[src/rtl/pdc_pkg.sv]
package pdc_pkg;

	localparam int unsigned ObjW = 32;
	localparam int unsigned IdxW = 6;

	typedef struct packed {
		logic signed [ObjW-1:0] first_obj;
		logic signed [ObjW-1:0] second_obj;
	} point_t;

	typedef enum logic [1:0] {
		MODE_APPEND = 2'd0,
		MODE_QUERY  = 2'd1,
		MODE_CLEAR  = 2'd2
	} mode_t;

	typedef enum logic [1:0] {
		STAT_OK    = 2'd0,
		STAT_FULL  = 2'd1,
		STAT_RANGE = 2'd2
	} status_t;

	typedef enum logic [1:0] {
		ST_IDLE,
		ST_LOAD,
		ST_SCAN
	} state_t;

	typedef struct packed {
		logic load_ref;
		logic cmp_en;
	} scan_ctl_t;

endpackage

[src/rtl/pdc_point_mem.sv]
module pdc_point_mem
	import pdc_pkg::*;
#(
	parameter int unsigned Depth = 64,
	parameter int unsigned AddrW = 6
) (
	input  logic             clk,
	input  logic             wr_en,
	input  logic [AddrW-1:0] wr_addr,
	input  point_t           wr_data,
	input  logic             rd_en,
	input  logic [AddrW-1:0] rd_addr,
	output point_t           rd_data
);

	point_t mem [Depth];

	always_ff @(posedge clk) begin
		if (wr_en) begin
			mem[wr_addr] <= wr_data;
		end
	end

	always_ff @(posedge clk) begin
		if (rd_en) begin
			rd_data <= mem[rd_addr];
		end
	end

endmodule

[config.mk]
export PLATFORM = sky130hd
export DESIGN_NAME = pdc_point_mem
export DESIGN_NICKNAME = d
export VERILOG_FILES = /design/src/rtl/pdc_pkg.sv /design/src/rtl/pdc_point_mem.sv
export SDC_FILE = /design/constraint.sdc
export NUM_CORES = 2
export LEC_CHECK = 0
export BUFFER_PORTS_ARGS = -buffer_cell sky130_fd_sc_hd__clkbuf_2
export CAP_MARGIN = 20
export CORE_ASPECT_RATIO = 1.25
export CORE_UTILIZATION = 35
export DETAILED_ROUTE_END_ITERATION = 10
export GPL_TIMING_DRIVEN = 0
export SKIP_CTS_REPAIR_TIMING = 1
export SLEW_MARGIN = 5
export SYNTH_ARGS = -nofsm -noshare
export SYNTH_HDL_FRONTEND = slang
export SYNTH_SLANG_ARGS = --single-unit
[constraint.sdc]
create_clock -name clk -period 5.52 [get_ports clk]
set_clock_uncertainty 0.1 [all_clocks]
set_input_delay 0 -clock clk [delete_from_list [all_inputs] [get_ports clk]]
set_output_delay 0 -clock clk [all_outputs]
set_load 0.02 [all_outputs]
# Word-level counts from Yosys, hierarchy flattened
# Memories as Yosys holds them, arrays and structs flattened. A register that Yosys moved wholly into a read port is not among the register bits.
# Index checks and enable logic that the tools add are counted.
word_totals:
  ff_bits: 0
  ramBits: 4096
  in_bits: 79
  out_inout_bits: 64
  elab_cells: 3
  memories: 1
mem_list:
  columns: ["memory", "depth", "word_bits", "rd", "rd_clocked_by_memory_dff", "write_ports", "line", "rtl"]
  rows:
  - ["mem", 64, 64, 1, 1, 1, "pdc_point_mem.sv:16", "point_t mem [Depth];"]
op_classes:
  n_mux: 2
op_table:
  columns: ["cell", "count"]
  rows:
  - ["two-way mux 1 bit", 2]

# Longest topological paths before layout
logic_depth:
  ltp_word: 2
  mapped_depth: 9
  mapped_depth_nobuf: 5

# Worst setup path after synthesis
# OpenSTA, ideal clock, no wires.
synth_timing:
  kind: "input to register"
  startpoint: "input wr_addr[3]"
  endpoint: "memory mem[48][0] (netlist name), enable pin"
  setup_ps: 564
  t_arrival_ps: 4872
  required_ps: 4856
  path_slack_ps: -16
  path_stages: 4
  path_buffers: 1
  cell_sequence: "clkbuf_1 > nor2b_1 > nand4b_1 > nor3_1"
synth_lines:
  columns: ["element", "line", "rtl"]
  rows:
  - ["from (decl)", "pdc_point_mem.sv:9", "input logic [AddrW-1:0] wr_addr,"]
  - ["to (decl)", "pdc_point_mem.sv:16", null]
# Straight into the memory's write port.

==> out/results.ini <==
[sta]
period_share_pct = 69.4
worst_slack_ns = 1.69
rsz0062_at_grt = no
drv_slew = 0
fin_hold_ws_ns = 0.00279
hold_viol_final = 0
finalSetupViolCount = 0
max_slew_margin_pct = 14.4
layout_min_cycle_time_ns = 3.83
fmax_ghz = 0.261
fin_setup_tns_ns = 0
worst_slew_pin_slew_ns = 1.28

[final_layout]
final_util_pct = 41.3
nNetsFinal = 7551
areaGrowthSynthToFinish_pct = 17.5
final_layout_size_suffix_gt1_share_pct = 29.6
stdcell_area_sq_mm = 0.184
fin_cells = 13700

[synth]
synth_cell_types = 32
synth_area_per_cell_sq_um = 23.8
synth-seq-area-share_pct = 79.6
synth-seq-cells = 4160
synth_area_sq_mm = 0.157
synth_cells = 6598
yosys_warnings = 0
syn-num-nets = 6677

[floorplan]
initial_core_util_pct = 35.2
die_w_um = 601
die_h_um = 751
ioPinCount = 143
die-area_sq_mm = 0.451
row_count = 274
coreArea_sq_mm = 0.446

[setup_path]
crit_path_start_kind = input port
worst_setup_path_end_kind = flip-flop
crit_type = input port to flip-flop
crit_required_ns = 6.01
crit_fanout = 12
worstPathArrival_ns = 4.32

[drt]
vias_per_cell = 5.55
drc = 0
first_pass_iters = 5
routed_wl_um = 447000
wire_per_inst_um = 32.6
ant_nets = 0
route.vias.total = 76100
initialDrtViolationCount = 9516

[pwr]
vdd_drop_max_mv = 0.271
powerDensity_mw_per_mm2 = 354
power_mw = 65.4
leakagePower_nw = 57.0

[placement]
dp.cells = 12900
io_buffers = 134
place.gp.congestion = 0.815
place_ws_ns = 0.784
dpl.hpwl_um = 305000
placed_area_sq_mm = 0.171

[cts]
cts_root_buffer = clkbuf_16
cts-buffers-inserted = 387
cts_tree = yes
clk_latency_ns = 0.95
cts-htree-levels = 5
clk_pin_slew_ns = 0.06
clockBufferDepth = 4
cts.sinks = 4160

[worst_hold_path]
hold_class = input port to flip-flop

[global_routing]
grt_max_degree = 65
grt_remaining_overflow = 0
grt_pass1_wl_um = 617000
grt_antenna_before_repair = 42
track_usage_pct = 19.4
grt_pass1_vias = 77500

[run_status]
outcome = complete, no violations

[flow_run]
drv_cap = 0

-- critical path, stage by stage --
cell and delay, ns:
buf_4 0.27, buf_2 0.80, buf_2 0.62, mux4_2 0.59, mux2i_1 0.30, o22ai_1 0.27
a31oi_1 1.01, a211oi_1 0.37
-- cells by family (layout without fill, tap and decap cells) --
logic type	after synthesis	in the layout	share of synthesized area, %
other	0	15	0
AOI/OAI and AO/OA	504	504	2.47
buffers and inverters	389	1558	1.18
DFF	4160	4160	79.6
muxes	1159	1159	15.6
and+or+nand+nor	386	386	1.23
-- per-layer routing --
metal	track usage (%)	share of wire [%]	wire, um
met2	34.4	52	231000
met1	23.7	37	164000
met4	8.26	4.7	21200
met3	2.96	6.9	30900
met5	0	0.021	93
-- power breakdown --
| part | internal [mW] | total (mW) | switching, mW |
|---|---|---|---|
| clock | 14.8 | 26.6 | 11.8 |
| sequential | 35.0 | 35.1 | 0.0641 |
| combinational | 1.25 | 3.65 | 2.40 |
| total | 51.1 | 65.4 | 14.2 |
-- cells in the mapped netlist, drive strengths merged --
library cell	number	share of area [%]
mux2i	135	0.86
mux4	1024	15
or3b	1	0.0056
a22oi	168	0.80
a211oi	63	0.30
a31oi	18	0.072
nand2	58	0.14
a31o	1	0.0056
and2	3	0.012
a2bb2oi	19	0.11
and3	64	0.26
nor3	2	0.0064
edfxtp	4160	80
nand3	45	0.14
nand2b	11	0.044
nor2b	28	0.11
or3	29	0.12
or2	28	0.11
nand4	2	0.0080
o22ai	83	0.33
a22o	88	0.49
nand3b	2	0.0096
o221ai	38	0.21
a41oi	26	0.15
buf	230	0.80
inv	19	0.045
nor2	112	0.27
nand4b	1	0.0056
clkbuf	140	0.33
-- registers in the layout, summed over array words and instances (netlist names) --
name	count
mem	4096
rd_data	64
-- layout make-up --
type	count	area (sq um)
Timing Repair Buffer	485	7090
Clock buffer	452	10100
Multi-Input combinational cell	2049	30700
Buffer	370	1780
Antenna cell	15	37.5
Inverter	19	71.3
Clock inverter	232	2320
Tap cell	5934	7420
Fill cell	38000	262000
Sequential cell	4160	125000
-- layout by cell type, fill, tap and decap left out, types with 25 or more instances in the layout --
cell	instances
a22oi_1	168
a211oi_1	61
clkinv_1	74
clkbuf_1	193
a22o_1	88
buf_4	40
edfxtp_1	4160
o22ai_1	83
mux2i_1	135
or3_1	29
nor2_4	62
o221ai_1	38
buf_12	217
nand3_1	45
or2_2	28
mux4_2	1024
buf_16	38
clkbuf_16	393
clkinvlp_4	25
a41oi_1	26
bufinv_16	38
clkinv_2	68
nor2_1	49
clkbuf_2	119
buf_2	181
nand2_1	58
nor2b_1	28
and3_1	64
dlygate4sd3_1	77
-- final timing paths --
path                from     endpoint  slack (ns)  depth (start not counted)
max           rd_addr[0]  rd_data[15]        1.69                          8
max reg2reg  mem[53][15]  rd_data[15]        2.29                          5
min reg2reg  mem[38][42]  rd_data[42]        0.92                          4
min          wr_data[53]  mem[52][53]       0.003                          2
Note: power is estimated with default switching activity, not from simulation.
