`src/rtl/pdc_pkg.sv`:
```
package pdc_pkg;

	localparam int unsigned ObjW = 32;
	localparam int unsigned IdxW = 6;

	typedef struct packed {
		logic signed [ObjW-1:0] first_obj;
		logic signed [ObjW-1:0] second_obj;
	} point_t;

	typedef enum logic [1:0] {
		MODE_APPEND = 2'd0,
		MODE_QUERY  = 2'd1,
		MODE_CLEAR  = 2'd2
	} mode_t;

	typedef enum logic [1:0] {
		STAT_OK    = 2'd0,
		STAT_FULL  = 2'd1,
		STAT_RANGE = 2'd2
	} status_t;

	typedef enum logic [1:0] {
		ST_IDLE,
		ST_LOAD,
		ST_SCAN
	} state_t;

	typedef struct packed {
		logic load_ref;
		logic cmp_en;
	} scan_ctl_t;

endpackage

```
`src/rtl/pdc_scan.sv`:
```
module pdc_scan
	import pdc_pkg::*;
(
	input  logic      clk,
	input  scan_ctl_t ctl,
	input  point_t    rd_data,
	output logic      dom_now
);

	point_t ref_q;
	logic   sticky_q;
	logic   ge_first;
	logic   ge_second;
	logic   same;
	logic   hit;

	// candidate dominates reference: >= in both, not equal in both
	assign ge_first  = rd_data.first_obj >= ref_q.first_obj;
	assign ge_second = rd_data.second_obj >= ref_q.second_obj;
	assign same      = (rd_data.first_obj == ref_q.first_obj) &&
	                   (rd_data.second_obj == ref_q.second_obj);
	assign hit       = ctl.cmp_en && ge_first && ge_second && !same;
	assign dom_now   = sticky_q || hit;

	always_ff @(posedge clk) begin
		if (ctl.load_ref) begin
			ref_q    <= rd_data;
			sticky_q <= 1'b0;
		end else if (hit) begin
			sticky_q <= 1'b1;
		end
	end

endmodule

```
`config.mk`:
```
export PLATFORM = sky130hd
export DESIGN_NAME = pdc_scan
export DESIGN_NICKNAME = d
export VERILOG_FILES = /design/src/rtl/pdc_pkg.sv /design/src/rtl/pdc_scan.sv
export SDC_FILE = /design/constraint.sdc
export NUM_CORES = 1
export LEC_CHECK = 0
export BUFFER_PORTS_ARGS = -buffer_cell sky130_fd_sc_hd__buf_2
export CORE_AREA = 2 2 85 87
export DETAILED_ROUTE_END_ITERATION = 8
export DIE_AREA = 0 0 87 89
export GPL_TIMING_DRIVEN = 0
export MAX_ROUTING_LAYER = met4
export PLACE_DENSITY_LB_ADDON = 0.1
export SLEW_MARGIN = 20
export SYNTH_ARGS = -nofsm -noshare
export SYNTH_HDL_FRONTEND = slang
export SYNTH_SLANG_ARGS = --single-unit
```
`constraint.sdc`:
```
create_clock -name clk -period 6.2 [get_ports clk]
set_input_delay 0.62 -clock clk [delete_from_list [all_inputs] [get_ports clk]]
set_output_delay 0.62 -clock clk [all_outputs]
set_load 0.02 [all_outputs]
```
* Yosys cells after proc, flatten, opt, wreduce, memory -nomap -nowiden
Cells that the tools add are included.
Storage, ports and cells: output and inout port bits 1, logic and storage cells 13, flip-flop bits (word level) 65
Cells by class: $lt $le $gt $ge 2, reduce and logical (&&, ||, !) cells 6, eq/ne operators 2
Operators with widths (count):
- $eq A32 B32 Y1 | 2
- $ge A32 B32 Y1 | 2
- $logic_and A1 B1 Y1 | 4
- $logic_not A1 Y1 | 1
- $logic_or A1 B1 Y1 | 1

* Logic depth before layout (Yosys ltp)
Gate-level depths: netlist of the first run.
depth in word-level cells 5, depth in mapped cells 9, mapped depth without buffers 9

* Worst setup path before layout of the first run
Ideal clock, no wire load.
path kind input port to output port, start point input port rd_data[41] (netlist bit), end point output port dom_now, path slack 2.937 ns, data required time 5.580 ns, stages on the path 8, arrival 2.643 ns, cells stage by stage ha_1 > a21o_1 > nand3_2 > a21oi_1 > or4b_4 > a2111oi_4 > xnor2_1 > a22oi_1
On the way: longest elaborated chain between the ends 5, elaborated cells on any way between the ends 8, classes of those cells order compare: 1; eq/ne: 1; reduce/logical: 6
Ends and longest elaborated chain:
- start, declared | line pdc_scan.sv:6 | input point_t rd_data,
- $ge A32 B32 Y1 or $eq A32 B32 Y1 (tied branches) | line pdc_scan.sv:18, pdc_scan.sv:20
- $logic_and A1 B1 Y1 (on tied branches) | line pdc_scan.sv:22, pdc_scan.sv:20
- $logic_and A1 B1 Y1 or $logic_not A1 Y1 (tied branches) | line pdc_scan.sv:22 | assign hit = ctl.cmp_en && ge_first && ge_second && !same;
- $logic_and A1 B1 Y1 (*) | line pdc_scan.sv:22
- $logic_or A1 B1 Y1 (*) | line pdc_scan.sv:23 | assign dom_now = sticky_q || hit;
- end, declared | line pdc_scan.sv:7 | output logic dom_now
Mark *: on every way between the ends. The rest lies on a longest branch, timed or not.

* Worst setup path after layout of the first run
start point input port rd_data[43] (netlist bit), end point output port dom_now
The elaborated chain is that of the path after synthesis.

==> results_dict.tcl, run 1 <==
set metrics [dict create \
    netlist_area_sq_um 3630 \
    syn_nets 431 \
    pwr-share-comb_pct 15.4 \
    synth_edf_count 64 \
    gp_congestion 0.765 \
    netlist.area_leader.share_pct 53.0 \
    ys_seq_elements 65 \
    seq_area_sq_um 1940 \
    finalHoldViolCount 0 \
    p_per_area_nw_per_um2 252 \
    drc_errors 0 \
    drive_gt1_share_pct 22.9 \
    cp.arrival_ns 2.80 \
    track_usage_pct 17.4 \
    clk_pin_slew_ns 0.08 \
    worstMarginPinSlew_ns 0.666 \
    num_vias 2356 \
    cp_max_fo 3 \
    syn-mean-instance-area_sq_um 12.1 \
    dieArea_sq_um 7740 \
    root_buffer "clkbuf_8" \
    cell_internal_pwr_mw 0.822 \
    clk_path_buf_depth 2 \
    nets 510 \
    power_switching_mw 0.261 \
    path_class "in -> out" \
    fmax_mhz 292 \
    cts-buffers-inserted 9 \
    grt_pass1_vias 2324 \
    drt_wl_total_mm 5.89 \
    endpoint_kind "output pin" \
    fin_tns_setup_ns 0 \
    ys_warn_count 0 \
    synth_top_area_cell "edfxtp_1" \
    hold_class "in -> reg" \
    r2r_setup_slack_ns 3.82 \
    cts_resized 0 \
    cts_setup_buffers 0 \
    swShare_pct 24.1 \
    maxCapViolCount 0 \
    cts_tree "yes" \
    h-tree-depth 3 \
    synth_ff_type "edfxtp_1" \
    crit_slowest_cell "or4b_4" \
    die_w_microns 87 \
    antenna_found_initial 0 \
    avgViaCountPerCell 5.08 \
    grt_overflow 0 \
    dpl.hpwl_mm 4.57 \
    async_reset_ff_share_pct 0 \
    ys_seq_area_share_pct 53.5 \
    n_antenna_cell 0 \
    synth_cell_types 32 \
    drtIter0Drc 76 \
    status "finished clean" \
    startpoint_type "input pin" \
    final_cell_mix "inv_1 (66), buf_2 (66), ha_1 (64), edfxtp_1 (64), a21oi_1 (25)" \
    slew_headroom_pct 55.0 \
    finClkSkew_ns 0.00619 \
    fillers 551 \
    wl_per_cell_microns 12.7 \
    grt_max_degree 34 \
    ir_drop_uv 143 \
    rows 30 \
    cts_hold_buffers 0 \
    start_util_pct 54.0 \
    rsz0062_at_grt "no" \
    max_stage_delay_ns 0.51 \
    port_buffers 67 \
    synthToLayoutAreaGrowth_pct 18.4 \
    grt_pass1_wl_mm 9.98 \
    clock_latency_ns 0.33 \
    pwr-share-clk_pct 35.6 \
    crit_required_ns 5.58 \
    synth_area_leaders "edfxtp_1 (53%), ha_1 (22%), inv_1 (6.8%)" \
    chipHeight_microns 89 \
    final_max_slew_viol_count 0 \
    min_period_over_period_pct 55.2 \
    clkSinkCount 65 \
    crit_chain "buf_2 > ha_1 > nand4_1 > nor3_1 > a21boi_1 > or4b_4 > a2111oi_4 > xnor2_1 > a22oi_1 > buf_2" \
    ant_nets 0 \
    multiInputGateArea_sq_um 1440 \
    sequentialPowerShare_pct 48.9 \
    worst_path_most_repeated_cell "buf_2" \
    core_area_sq_um 6720 \
    first_pass_iters 4 \
    syn_inst 300 \
    final_core_util_pct 63.9 \
    leakage_nw 2.06 \
    io_pins 68 \
    period_minus_slack_ns 3.42 \
    setup_viol 0 \
]
## cells by family (layout without fill, tap and decap cells)
group | count (synthesis) | after routing | share of synthesized area (%)
flops | 65 | 65 | 53.5
xor+xnor | 2 | 2 | 0.483
fa+ha+maj | 64 | 64 | 22.1
buf+inv | 66 | 150 | 6.83
simple gates | 53 | 53 | 8.28
compound gates | 50 | 50 | 8.83
## power groups by stage
stage,combinational (mW),sequential (mW),clock [mW]
2_1_floorplan,0.106,0.538,0
3_3_place_gp,0.162,0.539,0
3_5_place_dp,0.169,0.540,0
4_1_cts,0.170,0.530,0.396
5_1_grt,0.196,0.533,0.414
6_report,0.167,0.530,0.386
## per-layer routing
metal  up-vias  share of wire, %  routed length [microns]  track usage, %
met3         5               4.2                      248            4.89
met1      1059                50                     2920            22.7
met5         -                 0                        0               -
met4         0               1.0                       60            5.40
li1       1247                 -                        -               -
met2        45                45                     2660            26.3
## path summary, 6_finish.rpt
check,startpoint,end,cells after the start
min,rd_data[5],ref_q[5]$_DFFE_PP_,1
min reg2reg,sticky_q$_SDFFE_PP0P_,sticky_q$_SDFFE_PP0P_,2
max,rd_data[43],dom_now,10
max reg2reg,ref_q[43]$_DFFE_PP_,sticky_q$_SDFFE_PP0P_,9
## area by class of cell
type | count | share of cell area (%)
Inverter | 66 | 5.77
Sequential cell | 65 | 45.2
Clock buffer | 10 | 2.97
Clock inverter | 6 | 1.92
Timing Repair Buffer | 68 | 8.33
Multi-Input combinational cell | 169 | 33.5
Tap cell | 80 | 2.33
## worst max-delay path, delay by kind of cell
family	cells	cell delay, ns
and+or+nand+nor	3	0.73
buffers and inverters	2	0.31
AOI/OAI and AO/OA	3	0.67
adders and majority gates	1	0.33
xor gates and xnor gates	1	0.15
## metrics by stage
stage / hold WS (ns) / setup WS (ns) / instances / area, sq um / total power [mW]
after global placement: 0.478 / 2.77 / 447 / 4060 / 0.701
final: 0.477 / 2.78 / 464 / 4300 / 1.08
after global routing: 0.452 / 2.58 / 464 / 4300 / 1.14
after detailed placement: 0.489 / 2.77 / 448 / 4090 / 0.708
after floorplan: 0.461 / 2.94 / 300 / 3630 / 0.644
after CTS: 0.459 / 2.76 / 464 / 4300 / 1.10
## state kept, by name (all words and copies together), names as in the netlist
| name | count |
|---|---|
| sticky_q | 1 |
| ref_q | 64 |
## synthesized netlist by cell type, drive strengths merged, types with 2 or more instances
cell type,n
ha,64
xnor2,2
nand3,5
a21oi,25
o21ai,9
o211ai,3
nand2,14
a211oi,3
nor2b,2
inv,66
and4,2
a221oi,2
a21o,3
nor4,2
nor2,9
nand4,13
edfxtp,64
nor3,3
(Power assumes the default switching activity.)
==> run 2: changes to the inputs <==
Clock period 6.2 ns to 3.3 ns, I/O delays scaled along.
==> run 2 against run 1 <==
Sequential share of layout area decreased by 0.11 points. Core utilization grew 0.15 points. Die area unchanged. Routed wire length up 0.32%. Global-route usage did not move. Highest routed layer unchanged. Via count increased by 0.13%. Setup slack worse by 2.5 ns. Final area rose by 0.23%. Non-clock buffer count unchanged. Sequential power rose by 88%.
==> results_dict.tcl, run 2 (synthesized netlist as in run 1, its figures left out) <==
set metrics [dict create \
    first_pass_iters 4 \
    cts-buffers-inserted 9 \
    period_minus_slack_ns 3.06 \
    n_antenna_cell 0 \
    slew_headroom_pct 53.6 \
    rows 30 \
    final_cell_area_sq_um 4310 \
    root_buffer "clkbuf_8" \
    drtIter0Drc 94 \
    ant_nets 0 \
    crit_path_start "ref_q[43]$_DFFE_PP_" \
    nets 510 \
    min_from "rd_data[5]" \
    crit_required_ns 2.97 \
    r2r_start "ref_q[43]$_DFFE_PP_" \
    cts_setup_buffers 0 \
    path_delay_family "simple AND/OR/NAND/NOR gates" \
    fmax_mhz 327 \
    synthToLayoutAreaGrowth_pct 18.7 \
    track_usage_pct 17.4 \
    clock_latency_ns 0.33 \
    cts_tree "yes" \
    chipHeight_microns 89 \
    cts_hold_buffers 0 \
    io_pins 68 \
    worstMarginPinSlew_ns 0.687 \
    grt_max_degree 34 \
    final_cell_mix "inv_1 (66), buf_2 (65), ha_1 (64), edfxtp_1 (64), a21oi_1 (25)" \
    top_regs "ref_q (64), sticky_q (1)" \
    endpoint_kind "output pin" \
    top_register "ref_q" \
    avgViaCountPerCell 5.08 \
    rsz0062_at_grt "no" \
    drt_wl_total_mm 5.90 \
    core_area_sq_um 6720 \
    crit_chain "inv_1 > ha_1 > nand4_1 > nor3_1 > a21boi_1 > or4b_4 > a2111oi_4 > xnor2_2 > a22oi_1 > buf_4" \
    crit_slowest_cell "or4b_4" \
    h-tree-depth 3 \
    maxCapViolCount 0 \
    fin_tns_setup_ns 0 \
    startpoint_type "flop" \
    clk_pin_slew_ns 0.08 \
    mostFrequentLayoutCell "inv_1" \
    grt_pass1_wl_mm 9.98 \
    path_buf_inv 2 \
    seq_area_sq_um 1940 \
    dieArea_sq_um 7740 \
    grt_pass1_vias 2324 \
    drc_errors 0 \
    multiInputGateArea_sq_um 1450 \
    status "finished clean" \
    hold_class "in -> reg" \
    cp_max_fo 3 \
    largest_reg_flops 64 \
    grt_overflow 0 \
    die_w_microns 87 \
    p_per_area_nw_per_um2 474 \
    ir_drop_uv 270 \
    final_max_slew_viol_count 0 \
    antenna_found_initial 0 \
    gp_congestion 0.765 \
    cp.arrival_ns 2.73 \
    start_util_pct 54.0 \
    wl_per_cell_microns 12.7 \
    port_buffers 67 \
    max_stage_delay_ns 0.51 \
    dpl_cell_area_sq_um 4090 \
    drive_gt1_share_pct 23.2 \
    min_period_over_period_pct 92.8 \
    leakage_nw 2.06 \
    num_vias 2359 \
    finalHoldViolCount 0 \
    clkSinkCount 65 \
    setup_viol 0 \
    fillers 549 \
    dpl.hpwl_mm 4.57 \
    clk_path_buf_depth 2 \
    finClkSkew_ns 0.00631 \
    path_class "reg -> out" \
]
==> run 2: cell types whose count changed in the layout (fill, tap and decap cells not counted) <==
cell / change
xnor2_2: +1
xnor2_1: -1
buf_4: +1
buf_2: -1
==> run 2: per-stage QoR <==
stage	hold slack [ns]	setup slack [ns]	power, mW	util (%)	instances
2_1_floorplan	0.396	0.617	1.21	-	300
3_3_place_gp	0.478	0.453	1.32	60.5	447
3_5_place_dp	0.489	0.447	1.33	60.8	448
4_1_cts	0.169	0.169	2.06	63.9	464
5_1_grt	0.162	0.00579	2.15	64.1	464
6_report	0.187	0.239	2.04	64.1	464
==> run 2: worst paths after layout <==
| check | to | slack (ns) | cells after the start |
|---|---|---|---|
| worst max-delay path | dom_now | 0.24 | 10 |
| worst min-delay path | ref_q[5]$_DFFE_PP_ | 0.19 | 1 |
| worst max register to register | sticky_q$_SDFFE_PP0P_ | 0.95 | 9 |
| worst min register to register | sticky_q$_SDFFE_PP0P_ | 0.50 | 2 |
==> run 2: worst register-to-register path: cells and delay by family, from the launching register on <==
kind	cells	cell delay, ns
compound gates	3	0.73
xor+xnor	1	0.13
fa+ha+maj	1	0.25
buf+inv	1	0.07
flops	1	0.36
simple gates	3	0.73
==> run 2: power breakdown <==
| group | leakage, nW | switching (mW) | internal, mW |
|---|---|---|---|
| combinational | 1.32 | 0.173 | 0.147 |
| sequential | 0.635 | 0.0164 | 0.979 |
| clock | 0.108 | 0.302 | 0.422 |
| total | 2.06 | 0.492 | 1.55 |
==> run 2: timing repair <==
item                                   in CTS  in global routing
gates resized for setup                     0                  2
endpoints found under the hold margin       0                  0
setup endpoints to repair                   0                  1
==> run 2: per-layer routing <==
metal  vias to the layer above  share of wire [%]  track usage [%]
met1                      1062                 49             22.7
met4                         0                1.0             5.40
li1                       1247                  -                -
met5                         -                  0                -
met3                         5                4.2             4.89
met2                        45                 46             26.3
==> run 2: area by class of cell <==
| type | instances | area share [%] |
|---|---|---|
| Inverter | 66 | 5.75 |
| Sequential cell | 65 | 45.1 |
| Multi-Input combinational cell | 169 | 33.6 |
| Tap cell | 80 | 2.32 |
| Clock inverter | 6 | 1.92 |
| Clock buffer | 10 | 2.96 |
| Timing Repair Buffer | 68 | 8.37 |
==> run 3: changes to the inputs <==
Settings changed: ABC_AREA from default to 1, CORE_AREA 2 2 85 87 to 2 2 86 88, DIE_AREA 0 0 87 89 to 0 0 88 90.
Clock period 3.3 ns to 3.94 ns, I/O delays scaled along.
==> run 3 against run 2 <==
Clock-buffer cell count rose by 1. Routed wire length is 1.3% higher. Core utilization down 1.9 points. Non-clock buffer count unchanged.
==> results_dict.tcl, run 3 <==
set metrics [dict create \
    status "finished clean" \
    finalWorstSetupSlack_ns 1.40 \
    rows 31 \
    final_core_util_pct 62.2 \
    ys_warn_count 0 \
    start_util_pct 53.1 \
    final_cell_mix "inv_1 (76), nand2_1 (69), buf_2 (66)" \
    r2r_setup_slack_ns 2.17 \
    grt_max_degree 35 \
    drtIter0Drc 72 \
    min_period_over_period_pct 64.5 \
    ant_nets 0 \
    num_vias 2518 \
    min_from "rd_data[23]" \
    core_area_sq_um 7020 \
    syn_nets 485 \
    endpoint_kind "output pin" \
    fillers 597 \
    synth_edf_count 64 \
    mostFrequentLayoutCell "inv_1" \
    dpl.hpwl_mm 4.65 \
    synthAdderAreaFrac_pct 21.5 \
    crit_slowest_cell "edfxtp_1" \
    worstMarginPinSlew_ns 0.442 \
    synth_ff_type "edfxtp_1" \
    cts_hold_buffers 0 \
    max_stage_delay_ns 0.32 \
    grt_pass1_wl_mm 10.2 \
    syn-mean-instance-area_sq_um 10.5 \
    setup_viol 0 \
    ys_seq_area_share_pct 52.1 \
    cts-buffers-inserted 9 \
    syn_inst 354 \
    avgViaCountPerCell 4.69 \
    die_w_microns 88 \
    synth_cell_types 23 \
    async_reset_ff_share_pct 0 \
    netlist_top_cells_count "inv_1 (76), nand2_1 (69), edfxtp_1 (64), ha_1 (64), a21oi_1 (29)" \
    pwr-share-clk_pct 29.7 \
    power_switching_mw 0.410 \
    port_buffers 67 \
    pwr-share-comb_pct 17.2 \
    clk_pin_slew_ns 0.07 \
    period_minus_slack_ns 2.54 \
    path_buf_inv 2 \
    hold_end "ref_q[23]$_DFFE_PP_" \
    leakage_nw 2.20 \
    sequentialPowerShare_pct 53.2 \
    fmax_mhz 394 \
    cp_max_fo 4 \
    synth_area_leaders "edfxtp_1 (52%), ha_1 (21%), inv_1 (7.7%)" \
    fin_tns_setup_ns 0 \
    reg2reg_to "sticky_q$_SDFFE_PP0P_" \
    path_class "reg -> out" \
    cell_internal_pwr_mw 1.16 \
    hold_depth 1 \
    chipHeight_microns 90 \
    cts_tree "yes" \
    place_ws_ns 1.54 \
    p_total_mw 1.57 \
    first_pass_iters 4 \
    largest_reg_flops 64 \
    p_per_area_nw_per_um2 359 \
    startpoint_type "flop" \
    maxCapViolCount 0 \
    final_max_slew_viol_count 0 \
    drt_wl_total_mm 5.98 \
    synth-compound-area-share_pct 6.74 \
    cts_setup_buffers 0 \
    n_antenna_cell 0 \
    io_pins 68 \
    drc_errors 0 \
    r2r_start "ref_q[63]$_DFFE_PP_" \
    crit_chain "inv_1 > ha_1 > nand2_1 > nor2_2 > nand2_2 > nor4_4 > nand2_1 > o21a_1 > nand3_2 > nand2_1 > buf_2" \
    synthSimpleGateAreaFrac_pct 11.6 \
    ys_seq_elements 65 \
    finalHoldViolCount 0 \
    grt_pass1_vias 2502 \
    path_delay_family "simple AND/OR/NAND/NOR gates" \
    synthXorXnorAreaFrac_pct 0 \
    hold_class "in -> reg" \
    cp.arrival_ns 2.15 \
    dieArea_sq_um 7920 \
    wl_per_cell_microns 11.1 \
    synth_top_family_by_area "adder cells" \
    synthToLayoutAreaGrowth_pct 17.0 \
    rsz0062_at_grt "no" \
    track_usage_pct 17.1 \
    multiInputGateArea_sq_um 1490 \
    netlist.area_leader.share_pct 51.5 \
    top_register "ref_q" \
    h-tree-depth 3 \
    netlist_area_sq_um 3730 \
    drive_gt1_share_pct 21.0 \
    grt_overflow 0 \
    crit_required_ns 3.55 \
    clock_latency_ns 0.35 \
    antenna_found_initial 0 \
    cts_resized 0 \
    root_buffer "clkbuf_8" \
    seq_area_sq_um 1940 \
    gp_congestion 0.750 \
    top_regs "ref_q (64), sticky_q (1)" \
    clk_path_buf_depth 2 \
    rr_worst_depth 10 \
    synth_most_common_cell "inv_1" \
    slew_headroom_pct 70.5 \
    ir_drop_uv 183 \
    nets 564 \
    swShare_pct 26.1 \
    clkSinkCount 65 \
    synth_top_area_cell "edfxtp_1" \
    finClkSkew_ns 0.00865 \
    synth_mux_area_share_pct 0 \
    worst_path_most_repeated_cell "nand2_1" \
]
[run 3: cell types whose count changed after synthesis, sizes merged, moves of 3 or more]
cell    previous run  this run
nand4             13         3
o21a               0         5
nor2               9        17
nand2             14        70
o211ai             3         0
inv               66        78
a21oi             25        31
a211oi             3         0
[run 3: final cells by class]
type                       count  area share, %
sequential                    65           44.5
multi-input combinational    209           34.1
timing repair buffer          68           8.20
inverter                      80           6.88
clock buffer                  11           3.01
tap                           99           2.84
clock inverter                 5          0.516
[run 3: power groups by stage]
stage	sequential, mW	clock [mW]	combinational (mW)
final	0.833	0.465	0.269
after global routing	0.839	0.504	0.318
after CTS	0.834	0.484	0.274
after detailed placement	0.848	0	0.272
after global placement	0.848	0	0.260
after floorplan	0.845	0	0.173
[run 3: how the worst max path moves through the flow]
stage,startpoint,to,slack [ns],cells past startpoint
5_1_grt,ref_q[63]$_DFFE_PP_,dom_now,1.18,11
3_3_place_gp,rd_data[63],dom_now,1.57,11
2_1_floorplan,rd_data[63],dom_now,1.93,9
3_5_place_dp,rd_data[63],dom_now,1.54,11
6_report,ref_q[63]$_DFFE_PP_,dom_now,1.40,11
4_1_cts,ref_q[63]$_DFFE_PP_,dom_now,1.34,11
[run 3: logic make-up after synthesis]
kind of cell	Yosys count
simple gates	100
flops	65
fa+ha+maj	64
compound gates	45
buf+inv	80
[run 3: worst register-to-register path, cell delays in order, from the launching register on]
cell and delay [ns]:
edfxtp_1 0.32, inv_1 0.04, ha_1 0.32, nand2_1 0.10
nor2_2 0.14, nand2_2 0.08, nor4_4 0.17, nand2_1 0.14
o21a_1 0.20, nand3_2 0.08, a21oi_2 0.05
[run 3: metal layers]
metal  track usage [%]  vias to the layer above  share of wire (%)
li1                  -                     1344                  -
met5                 -                        -                  0
met3              4.13                       12                4.3
met4              8.72                        0                2.3
met1              19.5                     1116                 47
met2              27.8                       46                 47
[run 3: metrics by stage]
step                      area [sq um]  cells  hold slack [ns]
after floorplan                   3730    354            0.439
after global placement            4190    520            0.454
after detailed placement          4210    521            0.461
after CTS                         4360    537            0.225
after global routing              4360    537            0.228
final                             4360    537            0.239
